## src/rtl/apq_pkg.sv

```systemverilog
// Shared types and constants of the array priority queue.
// Used by array_priority_queue, apq_minscan and the testbench; depends on nothing.
package apq_pkg;

   localparam int CAPACITY = 16;
   localparam int DATA_W   = 32;
   localparam int IDX_W    = $clog2(CAPACITY);
   localparam int CNT_W    = $clog2(CAPACITY + 1);
   localparam int REQ_W    = 2;
   localparam int STATUS_W = 2;
   localparam int ENTRY_W  = 2 * DATA_W;

   localparam logic [REQ_W-1:0] REQ_APPEND = 2'd0;
   localparam logic [REQ_W-1:0] REQ_DELETE = 2'd1;
   localparam logic [REQ_W-1:0] REQ_PEEK   = 2'd2;
   localparam logic [REQ_W-1:0] REQ_CLEAR  = 2'd3;

   localparam logic [STATUS_W-1:0] ST_OK    = 2'd0;
   localparam logic [STATUS_W-1:0] ST_FULL  = 2'd1;
   localparam logic [STATUS_W-1:0] ST_EMPTY = 2'd2;

   typedef enum logic [4:0] {
      S_IDLE   = 5'b00001,
      S_SCAN   = 5'b00010,
      S_LOCATE = 5'b00100,
      S_SHIFT  = 5'b01000,
      S_FINISH = 5'b10000
   } apq_state_type;

   typedef struct packed {
      logic             valid;
      logic [IDX_W-1:0] idx;
   } apq_cmp_type;

endpackage

```

## src/rtl/array_priority_queue.sv

```systemverilog
// Min-priority queue kept as an unsorted array in arrival order.
// Request word: req_type (append, delete, peek, clear), req_item_value and
// req_item_priority. Result word: rsp_status, rsp_out_value, rsp_out_priority
// and rsp_out_count. Every request gives exactly one result.
// A request is taken when req_valid is high and req_stall low; req_stall is
// low only while the sequencer is idle. A result is held on the rsp_ ports
// while rsp_stall is high, and the next request may be taken meanwhile.
// Append, clear and requests on an empty queue go straight to the result
// stage; peek first runs a search pass; delete adds a shift pass after it.
// All entries sit in one RAM with a single read port, so the minimum search
// reads one entry a cycle and the shift after a delete moves one entry a
// cycle. A new request is taken only after the last one's result is loaded.
// Reset empties the queue and drops any pending result; the RAM is not
// cleared, since only entries below the count are ever read.
// Depends on apq_pkg, apq_ram and apq_minscan.
module array_priority_queue import apq_pkg::*; (
   input  logic                     clock,
   input  logic                     reset,
   input  logic                     req_valid,
   output logic                     req_stall,
   input  logic [REQ_W-1:0]         req_type,
   input  logic signed [DATA_W-1:0] req_item_value,
   input  logic signed [DATA_W-1:0] req_item_priority,
   output logic                     rsp_valid,
   input  logic                     rsp_stall,
   output logic [STATUS_W-1:0]      rsp_status,
   output logic signed [DATA_W-1:0] rsp_out_value,
   output logic signed [DATA_W-1:0] rsp_out_priority,
   output logic [CNT_W-1:0]         rsp_out_count
);

   apq_state_type state_ff, state_in;
   logic [CNT_W-1:0]    count_ff, count_in;
   logic [CNT_W-1:0]    ptr_ff, ptr_in;
   logic [REQ_W-1:0]    op_ff, op_in;
   logic [STATUS_W-1:0] status_ff, status_in;
   logic                use_best_ff, use_best_in;
   apq_cmp_type         cmp_ff, cmp_in;
   logic                shw_valid_ff, shw_valid_in;
   logic [IDX_W-1:0]    shw_idx_ff, shw_idx_in;
   logic                rsp_valid_ff, rsp_valid_in;
   logic [STATUS_W-1:0] rsp_status_ff;
   logic signed [DATA_W-1:0] rsp_value_ff, rsp_prio_ff;
   logic [CNT_W-1:0]    rsp_count_ff;

   logic                wr_en;
   logic [IDX_W-1:0]    wr_addr;
   logic [ENTRY_W-1:0]  wr_data;
   logic [ENTRY_W-1:0]  rd_data;
   logic                issue;
   logic                load;
   logic [IDX_W-1:0]    best_idx;
   logic signed [DATA_W-1:0] best_value, best_prio;

   apq_ram #(
      .WIDTH (ENTRY_W),
      .DEPTH (CAPACITY)
   ) u_ram (
      .clock   (clock),
      .wr_en   (wr_en),
      .wr_addr (wr_addr),
      .wr_data (wr_data),
      .rd_addr (ptr_ff[IDX_W-1:0]),
      .rd_data (rd_data)
   );

   apq_minscan u_minscan (
      .clock      (clock),
      .cmp        (cmp_ff),
      .rd_value   ($signed(rd_data[ENTRY_W-1:DATA_W])),
      .rd_prio    ($signed(rd_data[DATA_W-1:0])),
      .best_idx   (best_idx),
      .best_value (best_value),
      .best_prio  (best_prio)
   );

   assign issue = ptr_ff < count_ff;

   always_comb begin
      state_in     = state_ff;
      count_in     = count_ff;
      ptr_in       = ptr_ff;
      op_in        = op_ff;
      status_in    = status_ff;
      use_best_in  = use_best_ff;
      cmp_in       = '0;
      shw_valid_in = 1'b0;
      shw_idx_in   = shw_idx_ff;
      wr_en        = 1'b0;
      wr_addr      = count_ff[IDX_W-1:0];
      wr_data      = {req_item_value, req_item_priority};
      load         = 1'b0;
      case (state_ff)
         S_IDLE: begin
            if (req_valid) begin
               op_in       = req_type;
               status_in   = ST_OK;
               use_best_in = 1'b0;
               ptr_in      = '0;
               state_in    = S_FINISH;
               case (req_type)
                  REQ_APPEND: begin
                     if (count_ff == CNT_W'(CAPACITY)) begin
                        status_in = ST_FULL;
                     end else begin
                        wr_en    = 1'b1;
                        count_in = count_ff + CNT_W'(1);
                     end
                  end
                  REQ_DELETE, REQ_PEEK: begin
                     if (count_ff == '0) begin
                        status_in = ST_EMPTY;
                     end else begin
                        use_best_in = 1'b1;
                        state_in    = S_SCAN;
                     end
                  end
                  default: begin
                     count_in = '0;
                  end
               endcase
            end
         end
         S_SCAN: begin
            if (issue) begin
               cmp_in.valid = 1'b1;
               cmp_in.idx   = ptr_ff[IDX_W-1:0];
               ptr_in       = ptr_ff + CNT_W'(1);
            end
            if (cmp_ff.valid && (CNT_W'(cmp_ff.idx) == count_ff - CNT_W'(1))) begin
               state_in = (op_ff == REQ_DELETE) ? S_LOCATE : S_FINISH;
            end
         end
         S_LOCATE: begin
            ptr_in   = CNT_W'(best_idx) + CNT_W'(1);
            state_in = S_SHIFT;
         end
         S_SHIFT: begin
            if (issue) begin
               shw_valid_in = 1'b1;
               shw_idx_in   = ptr_ff[IDX_W-1:0] - IDX_W'(1);
               ptr_in       = ptr_ff + CNT_W'(1);
            end
            if (shw_valid_ff) begin
               wr_en   = 1'b1;
               wr_addr = shw_idx_ff;
               wr_data = rd_data;
            end
            if (!issue && !shw_valid_ff) begin
               count_in = count_ff - CNT_W'(1);
               state_in = S_FINISH;
            end
         end
         S_FINISH: begin
            if (!rsp_valid_ff || !rsp_stall) begin
               load     = 1'b1;
               state_in = S_IDLE;
            end
         end
         default: begin
            state_in = S_IDLE;
         end
      endcase
   end

   assign rsp_valid_in = load || (rsp_valid_ff && rsp_stall);

   always_ff @(posedge clock) begin
      if (reset) begin
         state_ff     <= S_IDLE;
         count_ff     <= '0;
         cmp_ff       <= '0;
         shw_valid_ff <= 1'b0;
         rsp_valid_ff <= 1'b0;
      end else begin
         state_ff     <= state_in;
         count_ff     <= count_in;
         cmp_ff       <= cmp_in;
         shw_valid_ff <= shw_valid_in;
         rsp_valid_ff <= rsp_valid_in;
      end
   end

   always_ff @(posedge clock) begin
      ptr_ff      <= ptr_in;
      op_ff       <= op_in;
      status_ff   <= status_in;
      use_best_ff <= use_best_in;
      shw_idx_ff  <= shw_idx_in;
      if (load) begin
         rsp_status_ff <= status_ff;
         rsp_value_ff  <= use_best_ff ? best_value : '0;
         rsp_prio_ff   <= use_best_ff ? best_prio : '0;
         rsp_count_ff  <= count_ff;
      end
   end

   assign req_stall        = (state_ff != S_IDLE);
   assign rsp_valid        = rsp_valid_ff;
   assign rsp_status       = rsp_status_ff;
   assign rsp_out_value    = rsp_value_ff;
   assign rsp_out_priority = rsp_prio_ff;
   assign rsp_out_count    = rsp_count_ff;

`ifndef SYNTHESIS
   a_count_bound: assert property (@(posedge clock) disable iff (reset)
      count_ff <= CNT_W'(CAPACITY))
      else $error("Entry count exceeds the capacity.");

   a_cmp_in_scan: assert property (@(posedge clock) disable iff (reset)
      cmp_ff.valid |-> state_ff == S_SCAN)
      else $error("Compare unit fed outside the search pass.");

   a_empty_count: assert property (@(posedge clock) disable iff (reset)
      (rsp_valid_ff && rsp_status_ff == ST_EMPTY) |-> rsp_count_ff == '0)
      else $error("Empty status reported with entries present.");
`endif

endmodule

```

## src/rtl/apq_ram.sv

```systemverilog
// Generic simple dual-port RAM with one write port and a registered read port.
// Depends on nothing.
module apq_ram #(
   parameter int WIDTH = 64,
   parameter int DEPTH = 16
) (
   input  logic                     clock,
   input  logic                     wr_en,
   input  logic [$clog2(DEPTH)-1:0] wr_addr,
   input  logic [WIDTH-1:0]         wr_data,
   input  logic [$clog2(DEPTH)-1:0] rd_addr,
   output logic [WIDTH-1:0]         rd_data
);

   logic [WIDTH-1:0] mem_ff [DEPTH];
   logic [WIDTH-1:0] rd_data_ff;

   always_ff @(posedge clock) begin
      if (wr_en) begin
         mem_ff[wr_addr] <= wr_data;
      end
      rd_data_ff <= mem_ff[rd_addr];
   end

   assign rd_data = rd_data_ff;

endmodule

```

## src/rtl/apq_minscan.sv

```systemverilog
// Shared signed compare unit that tracks the earliest entry with the smallest priority.
// Depends on apq_pkg.
module apq_minscan import apq_pkg::*; (
   input  logic                     clock,
   input  apq_cmp_type              cmp,
   input  logic signed [DATA_W-1:0] rd_value,
   input  logic signed [DATA_W-1:0] rd_prio,
   output logic [IDX_W-1:0]         best_idx,
   output logic signed [DATA_W-1:0] best_value,
   output logic signed [DATA_W-1:0] best_prio
);

   logic [IDX_W-1:0]         best_idx_ff;
   logic signed [DATA_W-1:0] best_value_ff;
   logic signed [DATA_W-1:0] best_prio_ff;
   logic                     take;

   // A strict compare keeps the earliest entry on a tie.
   assign take = cmp.valid && ((cmp.idx == '0) || (rd_prio < best_prio_ff));

   always_ff @(posedge clock) begin
      if (take) begin
         best_idx_ff   <= cmp.idx;
         best_value_ff <= rd_value;
         best_prio_ff  <= rd_prio;
      end
   end

   assign best_idx   = best_idx_ff;
   assign best_value = best_value_ff;
   assign best_prio  = best_prio_ff;

endmodule

```

## config.mk

```make
export PLATFORM = sky130hd
export DESIGN_NAME = array_priority_queue
export DESIGN_NICKNAME = d
export VERILOG_FILES = /design/src/rtl/apq_pkg.sv /design/src/rtl/array_priority_queue.sv /design/src/rtl/apq_ram.sv /design/src/rtl/apq_minscan.sv
export SDC_FILE = /design/constraint.sdc
export NUM_CORES = 1
export LEC_CHECK = 0
export ABC_AREA = 1
export BUFFER_PORTS_ARGS = -buffer_cell sky130_fd_sc_hd__buf_2
export CELL_PAD_IN_SITES_DETAIL_PLACEMENT = 1
export CELL_PAD_IN_SITES_GLOBAL_PLACEMENT = 1
export CORE_ASPECT_RATIO = 1.2
export CORE_MARGIN = 4
export CORE_UTILIZATION = 40
export DETAILED_ROUTE_END_ITERATION = 10
export GPL_ROUTABILITY_DRIVEN = 0
export PLACE_DENSITY = 0.63
export SYNTH_ARGS = -nofsm -noshare
export SYNTH_HDL_FRONTEND = slang
export SYNTH_SLANG_ARGS = --single-unit
```

## constraint.sdc

```tcl
create_clock -name clock -period 16.3 [get_ports clock]
set_clock_uncertainty 0.15 [all_clocks]
set_input_delay 2.445 -clock clock [delete_from_list [all_inputs] [get_ports clock]]
set_output_delay 2.445 -clock clock [all_outputs]
set_load 0.05 [all_outputs]
```

### Yosys cells after proc, flatten, opt, wreduce, memory -nomap -nowiden

Memories as Yosys holds them, arrays and structs flattened. A register that Yosys moved wholly into a read port is not among the register bits.
Index checks and enable logic that the tools add are counted.

* register bits after elaboration: 170
* bits in writable memories: 1024
* input port bits: 70
* word-level logic and storage cells: 108
* memories kept: 1

Memory list
* u_ram.mem_ff: depth 16, width 64, rd ports 1, clocked after memory_dff 1, write ports 1, line apq_ram.sv:15 `logic [WIDTH-1:0] mem_ff [DEPTH];`

* add/sub/neg operators: 5
* order comparisons: 2
* equal/unequal tests: 18
* multiplexer cells: 35
* bitwise operators: 3
* reduce and logical (&&, ||, !) cells: 26

Operators with widths (number)
* $mux W64: 2
* $mux W5: 13
* $lt A32 B32 Y1: 1
* $pmux W5 S5: 1
* $pmux W5 S2: 2
* $pmux W5 S3: 1
* $mux W1: 11
* $add A5 B1 Y5 const B: 2
* $eq A5 B5 Y1 const B: 2
* $ne A2 B2 Y1 const B: 5
* $mux W4: 2
* $reduce_or A2 Y1: 4
* $add A4 B1 Y5 const B: 1
* $eq A4 B5 Y1: 1
* $eq A5 B1 Y1 const B: 1
* $eq A5 B2 Y1 const B: 1
* $eq A5 B3 Y1 const B: 1
* $eq A5 B4 Y1 const B: 1
* $logic_not A5 Y1: 1
* $lt A5 B5 Y1: 1
* $ne A5 B1 Y1 const B: 1
* $reduce_and A5 Y1: 1
* $sub A5 B1 Y5 const B: 1
* $eq A2 B1 Y1 const B: 2
* other kinds (19): 30

### Logic depth before layout (Yosys ltp)

Gate-level depths: netlist of run 1.

* word-level depth: 7
* gate-level depth with buffers: 14

### Cells and area by module

Synthesis of run 1 repeated with hierarchy kept, for this count alone.

* cells, all modules: 5094
* area, all modules: 53496.3 um^2

Modules (own cells, without submodules)
* apq_ram: instances 1, cells an instance 4211, area an instance 45144.5 um^2, sequential area each 32030.7 um^2
* array_priority_queue: instances 1, cells an instance 676, area an instance 5466.5 um^2, sequential area each 2892.8 um^2
* apq_minscan: instances 1, cells an instance 207, area an instance 2885.3 um^2, sequential area each 2042.0 um^2

### Least setup slack after synthesis of run 1

No wires, ideal clock.

* path type: input -> register
* start point: input port req_type[0]
* end point: memory u_ram.mem_ff[11][0] (enable)
* setup time: 487 ps
* arrival: 5836 ps
* required time: 15663 ps
* setup slack: 9828 ps
* cell stages on the path: 6
* path through: inv_1 -> ha_1 -> nand2_1 -> o21ai_1 -> nand3_1 -> nor2_1

* longest elaborated chain between the ends: 6

Ends and longest elaborated chain
* from (decl): line array_priority_queue.sv:21 `input logic [REQ_W-1:0] req_type,`
* $logic_not A2 Y1: line array_priority_queue.sv:101 `case (req_type)`
* $mux W1: line array_priority_queue.sv:101
* $mux W1: line array_priority_queue.sv:95 `if (req_valid) begin`
* $pmux W1 S2: line array_priority_queue.sv:93 `case (state_ff)`
* $mux W1: line apq_ram.sv:19 `if (wr_en) begin`
* $mux W1 (implied by the code): line apq_ram.sv:20 `mem_ff[wr_addr] <= wr_data;`
* to (decl): line apq_ram.sv:15

Every way passes these cells.

### Final worst setup path of run 1

* start point: input port req_type[0]
* end point: memory u_ram.mem_ff[9][22] (enable)

The elaborated chain is that of the path after synthesis.

==> results of run 1 <==
==> where the power goes <==
group	leakage, uW	internal [uW]	switching, uW	total (uW)
clock	0.00193	1580	1210	2790
sequential	0.0113	3720	150	3870
combinational	0.00567	614	1680	2290
total	0.0189	5910	3040	8950
==> metrics by stage <==
| step | cells | utilization |
|---|---|---|
| 2_1_floorplan | 3763 | - |
| 4_1_cts | 5574 | 0.453 |
| 3_3_place_gp | 5344 | 0.421 |
| 6_report | 5574 | 0.453 |
| 5_1_grt | 5574 | 0.453 |
| 3_5_place_dp | 5344 | 0.421 |
==> cells by family after synthesis <==
kind of cell | Yosys count | synth area share
flops | 1258 | 0.756
simple gates | 1045 | 0.0833
compound gates | 1023 | 0.114
buf+inv | 387 | 0.0338
fa+ha+maj | 41 | 0.0105
xor+xnor | 9 | 0.00161
==> sequential cells by signal, summed over array words and instances, names as in the netlist, 2 cells and up <==
name / count
rsp_out_count: 5
u_minscan.best_prio: 32
shw_idx_ff: 4
cmp_ff: 5
rsp_status: 2
u_ram.mem_ff: 1024
u_ram.rd_data: 64
ptr_ff: 5
count_ff: 5
u_minscan.best_value: 32
u_minscan.best_idx: 4
rsp_out_value: 32
op_ff: 2
state_ff: 5
status_ff: 2
rsp_out_priority: 32
==> worst max path at each step <==
stage	from	to
2_1_floorplan	req_type[0]	u_ram.mem_ff[11][0]
3_3_place_gp	req_type[0]	u_ram.mem_ff[8][21]
3_5_place_dp	req_type[0]	u_ram.mem_ff[9][21]
4_1_cts	req_type[0]	u_ram.mem_ff[9][22]
5_1_grt	req_type[1]	u_ram.mem_ff[9][22]
6_report	req_type[0]	u_ram.mem_ff[9][22]
==> final cells by class <==
cell class	instances	area, sq um	area share
Clock buffer	168	3430	0.0623
Multi-Input combinational cell	2118	10400	0.189
Tap cell	1633	2040	0.0371
Timing Repair Buffer	182	1050	0.0191
Clock inverter	62	520	0.00946
Sequential cell	1258	37000	0.672
Inverter	153	608	0.0111
==> cells in the final DEF (no fill, tap or decap), types with 3 or more instances in the layout <==
cell type and instances:
edfxtp_1 1177, clkbuf_16 123, a21oi_1 63, ha_1 41, buf_4 37, inv_16 3
clkinv_1 22, buf_12 3, buf_2 142, nor3_1 6, o21a_1 3, xor2_1 7
inv_1 141, nand2_1 355, nand3_1 20, bufinv_16 7, inv_6 4, o21ai_1 60
o21ai_0 564, clkbuf_1 27, a22oi_1 18, clkbuf_8 18, o21ai_2 5, dfxtp_1 81
inv_2 7, clkinvlp_4 7, nor2_4 18, o22ai_1 303, nor2_1 627, clkinv_2 20
==> critical path, stage by stage <==
cell and delay [ns]:
buf_2 0.12, inv_1 0.05, ha_1 0.25, nand2_1 0.09, o21ai_1 0.51, nand3_1 0.49, nor2_4 0.81, buf_4 0.79
==> layer usage <==
metal | GRT usage | vias up | routed length (um)
li1 | - | 13800 | -
met3 | 0.0287 | 159 | 7240
met2 | 0.358 | 769 | 66900
met1 | 0.284 | 15500 | 58700
met4 | 0.0590 | 0 | 3140
met5 | 0 | - | 0
==> results.toml, run 1 <==
[timing]
slew_violations = 0
max_freq_mhz = 184
hold_viol = 0
tightest_slew_ns = 1.25
setup_violations = 0
whs_ns = 0.269
maxSlewHeadroom = 0.166
finalCritPeriodShare = 0.334
setup_tns_ns = 0
fin_ws_ns = 10.85
rsz0062_at_grt = "no"
layout_min_cycle_time_ns = 5.45

[hold_path]
min_path_type = "reg -> reg"
hold_end = "rsp_status[1]"
hp-start = "status_ff[1]"
whs_path_depth = 0

[grt]
grt_usage = 0.210
antenna_found_initial = 8
grt_pass1_vias = 31100
grt_max_degree = 216
grt_overflow_total = 0
grt_pass1_wl_um = 201000

[clocking]
path_clk_slew_ns = 0.06
htreeDepth = 3
clock-root-buffer = "clkbuf_16"
clockBufferDepth = 3
cts_tree = "built"
hold_buffers = 0
clock-sinks = 1258
postCtsResizedCells = 0
clock_latency_ns = 0.74
cts_made_buffers = 121
postCtsSetupBuffers = 0

[cells_and_area]
diodes = 0
drive_above_1_share = 0.105
final_nets = 3945
final_area_sq_um = 55000
num-fill-cells = 12500
area_delta_synth_final_pct = 12.6

[floorplanning]
die-width_um = 327
die_h_um = 391
core_area_sq_um = 121000
rows = 140
dieArea_sq_um = 128000
start_util = 0.403
boundaryPins = 143

[placement]
portBuffers = 142
placed_area_sq_um = 51100
dp_hpwl_um = 76000
place_ws_ns = 10.05

[synth]
synth.top_cell.area_share = 0.723
synth-seq-cells = 1258
synth.distinct_cells = 43
synthTopCellsByCount = "1177 x edfxtp_1, 644 x nor2_1, 564 x o21ai_0"
ys_warn_count = 0
synth_most_common_cell = "edfxtp_1"
synth.avg_cell_area_sq_um = 13.0
synth_area_leaders = "edfxtp_1 72%, o21ai_0 5.8%, nor2_1 4.9%, o22ai_1 3.9%, dfxtp_1 3.3%"
ys.flop_type = "edfxtp_1"
synth-async-reset-ratio = 0
synth_edf_count = 1177
yosysTopAreaCell = "edfxtp_1"
syn-instance-count = 3763
synth_area_sq_um = 48900
synth.net_count = 3874
yosysSeqAreaShare = 0.756

[routing]
num_vias = 30300
vias_per_cell = 5.43
ant_nets = 0
routedWlPerCell_um = 24.4
routed_wl_um = 136000
first_pass_iters = 5
drc_errors = 0
first_iter_violations = 2408

[power_and_ir_drop]
ir_drop_uv = 205
fin_total_pwr_uw = 8950
p_per_area_nw_per_um2 = 163
leakage_uw = 0.0189

[critical_path]
cp-start-kind = "primary input"
cp.required_ns = 16.49
worstRegToRegCells = 11
arrival_ns = 5.64
r2r_start = "state_ff[1]"
reg2reg_to = "u_ram.mem_ff[8][22]"
critPathMaxFanout = 41
cp-end-kind = "register"
r2r_setup_slack_ns = 11.17
worst-setup-path-type = "in -> reg"

[run_status]
status = "finished clean"

[flow_run]
cap_violations = 0
No activity file was read; power rests on OpenSTA's default activity.
==> run 2, diff against run 1 <==
==> constraint.sdc (replaced) <==
create_clock -name clock -period 5.55 [get_ports clock]
set_clock_uncertainty 0.15 [all_clocks]
set_input_delay 0.8325 -clock clock [delete_from_list [all_inputs] [get_ports clock]]
set_output_delay 0.8325 -clock clock [all_outputs]
set_load 0.05 [all_outputs]
==> results.toml, run 2 (synthesis results as in run 1) <==
[timing]
slew_violations = 0
hold_viol = 0
max_freq_mhz = 250
layout_min_cycle_time_ns = 4.00
setup_violations = 0
rsz0062_at_grt = "no"
maxSlewHeadroom = 0.207
tightest_slew_ns = 1.19
finalCritPeriodShare = 0.721
setup_tns_ns = 0

[grt]
grt_max_degree = 212
grt_overflow_total = 0
top_usage_layer = "met2"
antenna_found_initial = 7
grtUsageMet2 = 0.350
grt_util_met3 = 0.0342
grt_pass1_wl_um = 203000
grt_usage = 0.211
grtUsageMet1 = 0.292
grt_pass1_vias = 31800

[clocking]
postCtsSetupBuffers = 0
clock_latency_ns = 0.76
clock-root-buffer = "clkbuf_16"
cts_tree = "built"
hold_buffers = 0
cts_made_buffers = 131
path_clk_slew_ns = 0.06
clock-sinks = 1258
htreeDepth = 4
clockBufferDepth = 3
postCtsResizedCells = 0

[run_status]
status = "finished clean"

[floorplanning]
dieArea_sq_um = 128000
die_h_um = 391
die-width_um = 327
boundaryPins = 143
core_area_sq_um = 121000
rows = 140
start_util = 0.403

[routing]
vias_per_cell = 5.47
first_iter_violations = 2539
ant_nets = 0
num_vias = 30600
routed_wl_um = 137000
drc_errors = 0
first_pass_iters = 5
routedWlPerCell_um = 24.4

[cells_and_area]
area_delta_synth_final_pct = 13.9
top_register = "u_ram.mem_ff"
final_area_sq_um = 55700
final_cells = 5605
final_util = 0.459
layout_common_cells = "1177 x edfxtp_1, 627 x nor2_1, 564 x o21ai_0"
layout.cells.most_common = "edfxtp_1"
drive_above_1_share = 0.111
num-fill-cells = 12300
multiInputGateArea_sq_um = 10400
largest_reg_flops = 1024
final_nets = 3978
register_area_sq_um = 37000

[critical_path]
cp-start-kind = "register"
critPathSlowestCell = "nor2_4"
critPathMaxFanout = 42
crit_chain = "inv_2, nand2_2, nor2_4, nand3_4, nor2_8, inv_4, o21ai_1, nand3_1, nor2_4, buf_12"
cp-end-kind = "register"
critPathLaunch = "state_ff[1]"
worst-setup-path-type = "reg -> reg"
r2r_setup_slack_ns = 1.55
reg2reg_to = "u_ram.mem_ff[13][29]"
critPathMaxStageDelay_ns = 0.84
worstRegToRegCells = 10
arrival_ns = 4.26
cp.required_ns = 5.81
cpMostUsedCell = "nor2_4"
r2r_start = "state_ff[1]"

[power_and_ir_drop]
leakage_uw = 0.0192
share_comb_of_total_power = 0.255
p_int_uw = 17800
power_switching_uw = 9080
ir_drop_uv = 433
p_per_area_nw_per_um2 = 483
sw_frac_of_total = 0.338
seqPwrFrac = 0.423
pwr-share-clk = 0.322

[hold_path]
min_path_type = "in -> reg"
hp-start = "req_type[0]"
whs_path_depth = 1
hold_end = "op_ff[0]"

[placement]
portBuffers = 142
place_inst = 5367
dp_hpwl_um = 77600
placed_area_sq_um = 51500

[flow_run]
cap_violations = 0
run 2: how the worst max path moves through the flow:
stage / to / cells after the start / slack [ns]
6_report: u_ram.mem_ff[13][29] / 10 / 1.55
2_1_floorplan: u_minscan.best_idx[0] / 11 / 0.36
5_1_grt: u_ram.mem_ff[13][29] / 10 / 1.38
4_1_cts: u_ram.mem_ff[13][28] / 10 / 1.54
3_3_place_gp: u_ram.mem_ff[13][19] / 10 / 1.62
3_5_place_dp: u_ram.mem_ff[13][21] / 10 / 1.56
run 2: cell type report:
class,count,area share
diodes,2,0.0000899
clock buffers,193,0.0680
clock inverters,43,0.00766
inverters,153,0.0109
multi-input cells,2118,0.187
flip-flops and latches,1258,0.664
well taps,1633,0.0367
repair buffers,205,0.0262
run 2: worst max-delay path, delay by kind of cell (launching register included):
kind / cells / cell delay (ns)
AOI/OAI and AO/OA: 1 / 0.35
buffers and inverters: 3 / 0.66
DFF: 1 / 0.33
and+or+nand+nor: 6 / 2.10
run 2: per-layer routing:
layer / share of wire / routed length, um / vias to the layer above
li1: - / - / 13900
met1: 0.45 / 61200 / 15800
met2: 0.48 / 65700 / 765
met3: 0.050 / 6880 / 193
met4: 0.021 / 2920 / 0
met5: 0 / 0 / -
run 2: per-stage QoR:
stage,total power [uW],hold WS (ns),worst slack [ns]
detailed placement,18500,0.256,1.56
global placement,18400,0.253,1.62
floorplan,15900,0.250,0.356
CTS,27200,0.0912,1.54
global route,28200,0.118,1.38
finish,26900,0.148,1.55
run 2: power groups by stage:
stage	Clock (uW)	Combinational, uW	Sequential [uW]
6_report	8670	6860	11400
3_5_place_dp	0	6900	11600
5_1_grt	9250	7570	11400
3_3_place_gp	0	6790	11600
4_1_cts	8860	6950	11400
2_1_floorplan	0	4440	11500
